--- src/rtl/core/lnf_pkg.sv ---
// Shared types and constants for the two-point line normal form block.
// Used by every module under rtl/core; depends on nothing.
package lnf_pkg;

    localparam int COORD_BITS   = 16;
    localparam int ANGLE_BITS   = 16;
    localparam int DIST_BITS    = 16;
    localparam int DIFF_W       = COORD_BITS + 1;
    localparam int PROD_W       = 2 * COORD_BITS;
    localparam int CROSS_W      = 2 * COORD_BITS + 1;
    localparam int CMAG_W       = 2 * COORD_BITS;
    localparam int L2_W         = 2 * COORD_BITS + 1;
    localparam int RSQ_W        = 2 * CMAG_W;
    localparam int DIST_W       = 72;
    localparam int CORDIC_STEPS = 30;
    localparam int CORDIC_SHIFT = 40 - COORD_BITS;
    localparam int CORDIC_W     = 44;
    localparam int Z_W          = 34;
    localparam int ANGLE_SHIFT  = 32 - ANGLE_BITS;

    localparam int FRONT_LAT    = 3;
    localparam int DIST_LAT     = COORD_BITS + 2;
    localparam int CORDIC_LAT   = CORDIC_STEPS + 2;
    localparam int TOTAL_LAT    = FRONT_LAT + CORDIC_LAT + 1;
    localparam int DIST_MAX     = 46341;

    localparam logic [31:0] ATAN_TAB [CORDIC_STEPS] = '{
        32'h20000000, 32'h12E4051E, 32'h09FB385B, 32'h051111D4, 32'h028B0D43,
        32'h0145D7E1, 32'h00A2F61E, 32'h00517C55, 32'h0028BE53, 32'h00145F2F,
        32'h000A2F98, 32'h000517CC, 32'h00028BE6, 32'h000145F3, 32'h0000A2FA,
        32'h0000517D, 32'h000028BE, 32'h0000145F, 32'h00000A30, 32'h00000518,
        32'h0000028C, 32'h00000146, 32'h000000A3, 32'h00000051, 32'h00000029,
        32'h00000014, 32'h0000000A, 32'h00000005, 32'h00000003, 32'h00000001
    };

    typedef struct packed {
        logic signed [COORD_BITS-1:0] first_x;
        logic signed [COORD_BITS-1:0] first_y;
        logic signed [COORD_BITS-1:0] second_x;
        logic signed [COORD_BITS-1:0] second_y;
    } lnf_item_t;

    typedef struct packed {
        logic [DIST_BITS-1:0]          distance;
        logic signed [ANGLE_BITS-1:0]  normal_angle;
        logic                          degenerate;
    } lnf_result_t;

    typedef struct packed {
        logic [CMAG_W-1:0]         cmag;
        logic [L2_W-1:0]           len2;
        logic signed [DIFF_W-1:0]  vx;
        logic signed [DIFF_W-1:0]  vy;
        logic                      degen;
    } lnf_geom_t;

endpackage

--- src/rtl/core/lnf_front.sv ---
// Front end: differences, cross product, squared length and normal vector.
// Three register stages; depends on lnf_pkg.
module lnf_front (
    input  logic              clk,
    input  logic              rst_n,
    input  logic              in_valid,
    input  lnf_pkg::lnf_item_t item,
    output logic              geom_valid,
    output lnf_pkg::lnf_geom_t geom
);
    import lnf_pkg::*;

    logic [2:0] valid_reg;

    // stage A
    logic signed [DIFF_W-1:0] dx_a_reg, dy_a_reg;
    logic signed [PROD_W-1:0] p0_a_reg, p1_a_reg;
    logic                     degen_a_reg;
    // stage B
    logic signed [DIFF_W-1:0]  dx_b_reg, dy_b_reg;
    logic signed [CROSS_W-1:0] cross_b_reg;
    logic [PROD_W-1:0]         sqx_b_reg, sqy_b_reg;
    logic                      degen_b_reg;
    // stage C
    lnf_geom_t geom_reg;

    logic signed [PROD_W-1:0]   p0_next, p1_next;
    logic signed [2*DIFF_W-1:0] sqx_full, sqy_full;
    logic                       cneg, cpos;
    logic [CROSS_W-1:0]         cabs;
    lnf_geom_t                  geom_next;

    always_comb
    begin
        p0_next  = item.first_x * item.second_y;
        p1_next  = item.first_y * item.second_x;
        sqx_full = dx_a_reg * dx_a_reg;
        sqy_full = dy_a_reg * dy_a_reg;
        cneg     = cross_b_reg[CROSS_W-1];
        cpos     = !cneg && (cross_b_reg != '0);
        cabs     = cneg ? CROSS_W'(-cross_b_reg) : CROSS_W'(cross_b_reg);
        geom_next.cmag  = cabs[CMAG_W-1:0];
        geom_next.len2  = {1'b0, sqx_b_reg} + {1'b0, sqy_b_reg};
        geom_next.vx    = cpos ? dy_b_reg : DIFF_W'(-dy_b_reg);
        geom_next.vy    = cpos ? DIFF_W'(-dx_b_reg) : dx_b_reg;
        geom_next.degen = degen_b_reg;
    end

    always_ff @(posedge clk or negedge rst_n)
    begin
        if (!rst_n)
        begin
            valid_reg <= '0;
        end
        else
        begin
            valid_reg <= {valid_reg[1:0], in_valid};
        end
    end

    always_ff @(posedge clk)
    begin
        dx_a_reg    <= {item.second_x[COORD_BITS-1], item.second_x}
                       - {item.first_x[COORD_BITS-1], item.first_x};
        dy_a_reg    <= {item.second_y[COORD_BITS-1], item.second_y}
                       - {item.first_y[COORD_BITS-1], item.first_y};
        p0_a_reg    <= p0_next;
        p1_a_reg    <= p1_next;
        degen_a_reg <= (item.first_x == item.second_x) && (item.first_y == item.second_y);

        dx_b_reg    <= dx_a_reg;
        dy_b_reg    <= dy_a_reg;
        cross_b_reg <= {p0_a_reg[PROD_W-1], p0_a_reg} - {p1_a_reg[PROD_W-1], p1_a_reg};
        sqx_b_reg   <= sqx_full[PROD_W-1:0];
        sqy_b_reg   <= sqy_full[PROD_W-1:0];
        degen_b_reg <= degen_a_reg;

        geom_reg    <= geom_next;
    end

    assign geom_valid = valid_reg[2];
    assign geom       = geom_reg;

endmodule

--- config.mk ---
export PLATFORM = sky130hd
export DESIGN_NAME = lnf_front
export DESIGN_NICKNAME = d
export VERILOG_FILES = /design/src/rtl/core/lnf_pkg.sv /design/src/rtl/core/lnf_front.sv
export SDC_FILE = /design/constraint.sdc
export NUM_CORES = 2
export LEC_CHECK = 0
export BUFFER_PORTS_ARGS = -buffer_cell sky130_fd_sc_hd__buf_2
export CORE_UTILIZATION = 64
export DETAILED_ROUTE_END_ITERATION = 7
export GPL_ROUTABILITY_DRIVEN = 0
export PLACE_DENSITY = 0.92
export SLEW_MARGIN = 20
export SYNTH_ARGS = -nofsm -noshare
export SYNTH_HDL_FRONTEND = slang
export SYNTH_SLANG_ARGS = --single-unit
--- constraint.sdc ---
create_clock -name clk -period 7.3 [get_ports clk]
set_clock_uncertainty 0.1 [all_clocks]
set_input_delay 0.73 -clock clk [delete_from_list [all_inputs] [get_ports clk]]
set_output_delay 0.73 -clock clk [all_outputs]
set_load 0.005 [all_outputs]
# After elaboration in Yosys (flattened, before gate mapping)
# Cells that the tools add are included.
# Widths: inputs -> output; s select.
[word_totals] regBits=334 inputBits=67
[op_classes] add_sub_neg=7 n_mul=4 eq_ne=2 n_mux=3 n_reduce_logical=4
[op_table] op="$mul 16x16->32" count=2
[op_table] op="$mul 17x17->32" count=2
[op_table] op="$mux 17" count=2
[op_table] op="$neg 17->17" count=2
[op_table] op="$sub 16x16->17" count=2
[op_table] op="$add 32x32->33" count=1
[op_table] op="$reduce_bool 33->1" count=1
[op_table] op="$sub 32x32->33" count=1
[op_table] op="$eq 16x16->1" count=2
[op_table] op="$mux 32" count=1
[op_table] op="$neg 32->32" count=1
[op_table] op="$logic_and 1x1->1" count=2
[op_table] op="$logic_not 1->1" count=1

# Longest topological paths before layout
[depth] depth_word=3 depth_mapped=25 mapped_depth_nobuf=24

# Least setup slack after synthesis
# No wires, ideal clock.
[synth_path] kind="input to register" start="in item[63] (netlist name)" end="reg p0_a_reg[31]" setup_ns=0.123 arrival_ns=6.286 setup_slack_ns=0.791 cell_stages=24 path_buffers=2 cell_sequence="clkbuf_1 -> clkbuf_1 -> nand2_1 -> inv_1 -> fa_1 -> inv_1 -> fa_1 -> fa_1 -> inv_1 -> fa_1 -> fa_1 -> inv_1 -> fa_1 -> inv_1 -> ha_1 -> a211oi_1 -> and2_1 -> a221oi_1 -> o21ai_0 -> a31oi_1 -> o221ai_1 -> o22ai_1 -> o221ai_1 -> xnor2_1"
[synth_via] elab_chain_cells=1
[synth_lines] item="start, declared" line_no="lnf_front.sv:7" source="input lnf_pkg::lnf_item_t item,"
[synth_lines] item="$mul 16x16->32" line_no="lnf_front.sv:35" source="p0_next = item.first_x * item.second_y;"
[synth_lines] item="net p0_next[31]" line_no="lnf_front.sv:27" source="logic signed [PROD_W-1:0] p0_next, p1_next;"
[synth_lines] item="end signal, assigned" line_no="lnf_front.sv:67" source="p0_a_reg <= p0_next;"
[synth_lines] item="end, declared" line_no="lnf_front.sv:17" source="logic signed [PROD_W-1:0] p0_a_reg, p1_a_reg;"
# The timed path passes the listed nets, and every way through them passes these cells.

# Worst setup path after layout
[layout_path] start="reg dx_a_reg[16]" end="reg sqx_b_reg[31]"
[layout_via] elab_chain_cells=1
[layout_lines] item="start, declared" line_no="lnf_front.sv:16" source="logic signed [DIFF_W-1:0] dx_a_reg, dy_a_reg;"
[layout_lines] item="start signal, assigned" line_no="lnf_front.sv:63" source="dx_a_reg <= {item.second_x[COORD_BITS-1], item.second_x}"
[layout_lines] item="$mul 17x17->32" line_no="lnf_front.sv:37" source="sqx_full = dx_a_reg * dx_a_reg;"
[layout_lines] item="net sqx_full[31]" line_no="lnf_front.sv:28" source="logic signed [2*DIFF_W-1:0] sqx_full, sqy_full;"
[layout_lines] item="end signal, assigned" line_no="lnf_front.sv:74" source="sqx_b_reg <= sqx_full[PROD_W-1:0];"
[layout_lines] item="end, declared" line_no="lnf_front.sv:22" source="logic [PROD_W-1:0] sqx_b_reg, sqy_b_reg;"
# The timed path passes the listed nets, and every way through them passes these cells.

==> impl_metrics.env <==
export IMPL_outcome="finished, final reports clean"
export IMPL_hold_class="in2reg"
export IMPL_max_slew_margin_pct=16.9
export IMPL_fillers=5218
export IMPL_synthCells=5456
export IMPL_tightestPinTransition_ns=1.23
export IMPL_final_period_utilization_pct=97.2
export IMPL_tritoncts="built"
export IMPL_num_io_pins=168
export IMPL_synthesis_area_mm2=0.0510
export IMPL_critical_path_max_stage_delay_ns=0.87
export IMPL_synth_cell_type_count=74
export IMPL_synth_seq_area_share_pct=13.0
export IMPL_critPathMostFrequentCell="sky130_fd_sc_hd__fa_1"
export IMPL_drt_vias_per_instance=5.88
export IMPL_route_vias_total=39200
export IMPL_crit_type="reg2reg"
export IMPL_die_area_mm2=0.0808
export IMPL_critPathArrivalTime_ns=7.48
export IMPL_design_core_area_mm2=0.0789
export IMPL_tritoncts_num_buffers=39
export IMPL_synth_warnings=0
export IMPL_globalRouteOverflowTotal=0
export IMPL_setup_total_negative_slack_ns=0
export IMPL_flow_area_growth_from_synthesis_pct=6.52
export IMPL_cp_cell_sequence="nand2_1 > inv_1 > fa_1 > inv_1 > fa_1 > inv_1 > fa_1 > fa_1 > fa_1 > fa_1 > ha_1 > nand4_1 > nor2_1 > and3_1 > nand3_1 > a31oi_1 > nor4_1 > o21bai_1 > xnor2_1"
export IMPL_grt_setup_unrepaired="no"
export IMPL_final_max_slew_viol_count=0
export IMPL_final_common_cell="sky130_fd_sc_hd__inv_1"
export IMPL_drcViolationCount=0
export IMPL_worst_ep_required_time_ns=7.69
export IMPL_post_cts_resize_count=0
export IMPL_start_kind="register"
export IMPL_clockRootBuffer="sky130_fd_sc_hd__clkbuf_16"
export IMPL_synth_async_sr_flop_share_pct=0.909
export IMPL_layout_min_cycle_time_ns=7.10
export IMPL_postRouteAntennaNets=0
export IMPL_final_hold_viol_count=0
export IMPL_maximum_net_fanout_on_the_critical_path=14
export IMPL_slowest_stage="sky130_fd_sc_hd__fa_1"
export IMPL_first_global_vias=43600
export IMPL_routed_wl_um=135000
export IMPL_ratio_of_cells_with_drive_above_1_in_the_final_layout_pct=5.48
export IMPL_ys_ff_latch=330
export IMPL_max_cap_viol_count=0
export IMPL_max_clock_path_buffers=3
export IMPL_synth_main_ff_cell="sky130_fd_sc_hd__dfxtp_1"
export IMPL_sink_count_of_the_clock_tree=330
export IMPL_placement_io_buffers=167
export IMPL_layout_cells_most_common_list="1384 x sky130_fd_sc_hd__inv_1, 1039 x sky130_fd_sc_hd__fa_1, 501 x sky130_fd_sc_hd__nand2_1, 432 x sky130_fd_sc_hd__ha_1, 327 x sky130_fd_sc_hd__dfxtp_1"
export IMPL_endpoint_kind="register"
export IMPL_cts_htree_levels=2
export IMPL_fmax_mhz=141
export IMPL_initialDrtViolationCount=3968
export IMPL_timing_final_setup_violations=0
export IMPL_die_width_um=284
export IMPL_clk_latency_ns=0.59
export IMPL_synthesis_nets=6994
export IMPL_starting_density_pct=64.6
export IMPL_largest_register_ffs=100
export IMPL_die_y_um=284
export IMPL_synth_area_per_cell_um2=9.34
export IMPL_place_detailed_hpwl_um=109000
export IMPL_cts_reportedPaths_clkPinSlew_ns=0.06
export IMPL_finalNetCount=7115
export IMPL_drt_pass1_iterations=8
export IMPL_first_pass_grt_wire_length_um=217000
export IMPL_track_usage_pct=34.2
export IMPL_synth_enable_flop_cells=0
export IMPL_avgRoutedWirePerCell_um=20.2
export IMPL_grt_antenna_before_repair=14
export IMPL_rows=103
export IMPL_holdWs_ns=0.191
export IMPL_largest_net_degree_at_the_start_of_global_routing=30
[per-stage QoR]
step	area (µm²)	setup WS (ns)	instances	utilization (%)
floorplan	51000	0.791	5456	-
global placement	52900	0.541	6585	67.1
detailed placement	52900	0.302	6585	67.1
CTS	54300	0.393	6657	68.8
global route	54300	0.0244	6661	68.8
finish	54300	0.204	6664	68.8
[critical path: cells and delay by family (launching register included)]
family                     cells  cell delay (ns)
adders and majority gates      7             4.00
and+or+nand+nor                6             1.01
DFF                            1             0.53
buffers and inverters          3             0.53
AOI/OAI and AO/OA              2             0.66
xor gates and xnor gates       1             0.17
[layer usage]
layer / vias to the layer above / part of all wire [%] / wire, µm / GRT usage [%]
met5: - / 0.064 / 86 / 0
met4: 12 / 9.1 / 12300 / 26.9
met3: 890 / 10 / 13500 / 7.86
met2: 2513 / 49 / 65400 / 57.8
met1: 19100 / 32 / 43500 / 37.1
li1: 16600 / - / - / -
[final cells by class]
cell class	count	area (µm²)	area share [%]
clock inverters	24	262	0.482
well taps	1050	1310	2.42
inverters	1384	5190	9.57
multi-input cells	3613	38600	71.2
repair buffers	209	1150	2.13
diodes	7	17.5	0.0323
clock buffers	47	1080	1.98
flip-flops and latches	330	6620	12.2
[synth_stat cells, drive strengths merged (5+ instances only)]
library cell  number  area (µm²)
a2111oi            5        43.8
a211o              5        43.8
a211oi            17         133
a21boi            17         128
a21o              62         465
a21oi            137         686
a221oi             8        70.1
a31o               7        61.3
a31oi             13        81.3
and2             317        1980
and3              18         113
buf                7        42.5
clkbuf           122         458
dfxtp            327        6550
fa              1039       20800
ha               432        5410
inv             1384        5190
nand2            501        1880
nand2b            39         244
nand3             38         190
nand3b             7        52.6
nand4             21         138
nor2             229         862
nor2b             52         325
nor3              43         215
nor3b              7        52.6
nor4              16         121
o2111ai           10        87.6
o211ai            10        75.1
o21a              41         315
o21ai            116         592
o21bai            20         150
o311ai             5        43.8
o31a               8        70.1
o31ai             16         125
o41ai             11         115
or2                7        43.8
or3               18         113
or4                8        60.1
xnor2            210        1840
xor2              65         569
[logic make-up (layout without fill, tap and decap cells)]
group	count (synthesis)	after routing	synth area share, %
muxes	7	7	0.145
buffers and inverters	1513	1664	11.2
DFF	330	330	13.0
and+or+nand+nor	1329	1329	12.7
adders and majority gates	1471	1471	51.4
other	0	7	0
AOI/OAI and AO/OA	531	531	6.85
xor gates and xnor gates	275	275	4.73
[final timing paths]
check / from / to / slack, ns / depth (start not counted)
min in group asynchronous: rst_n / valid_reg[0]$_DFF_PN0_ / 0.39 / 2
hold reg to reg: degen_a_reg$_DFF_P_ / degen_b_reg$_DFF_P_ / 0.23 / 0
hold / removal: in_valid / valid_reg[0]$_DFF_PN0_ / 0.19 / 1
setup / recovery: dx_a_reg[16]$_DFF_P_ / sqx_b_reg[31]$_DFF_P_ / 0.20 / 19
setup reg to reg: dx_a_reg[16]$_DFF_P_ / sqx_b_reg[31]$_DFF_P_ / 0.20 / 19
max in group asynchronous: rst_n / valid_reg[1]$_DFF_PN0_ / 6.61 / 2
[what timing repair did]
| action | 4_1_cts | 5_1_grt |
|---|---|---|
| buffers inserted | 0 | 0 |
| endpoints found under the hold margin | 3 | 0 |
| hold buffers | 1 | 0 |
Power is not shown: default switching activity piles up to over one toggle a cycle in this logic, so the estimate is an artifact.
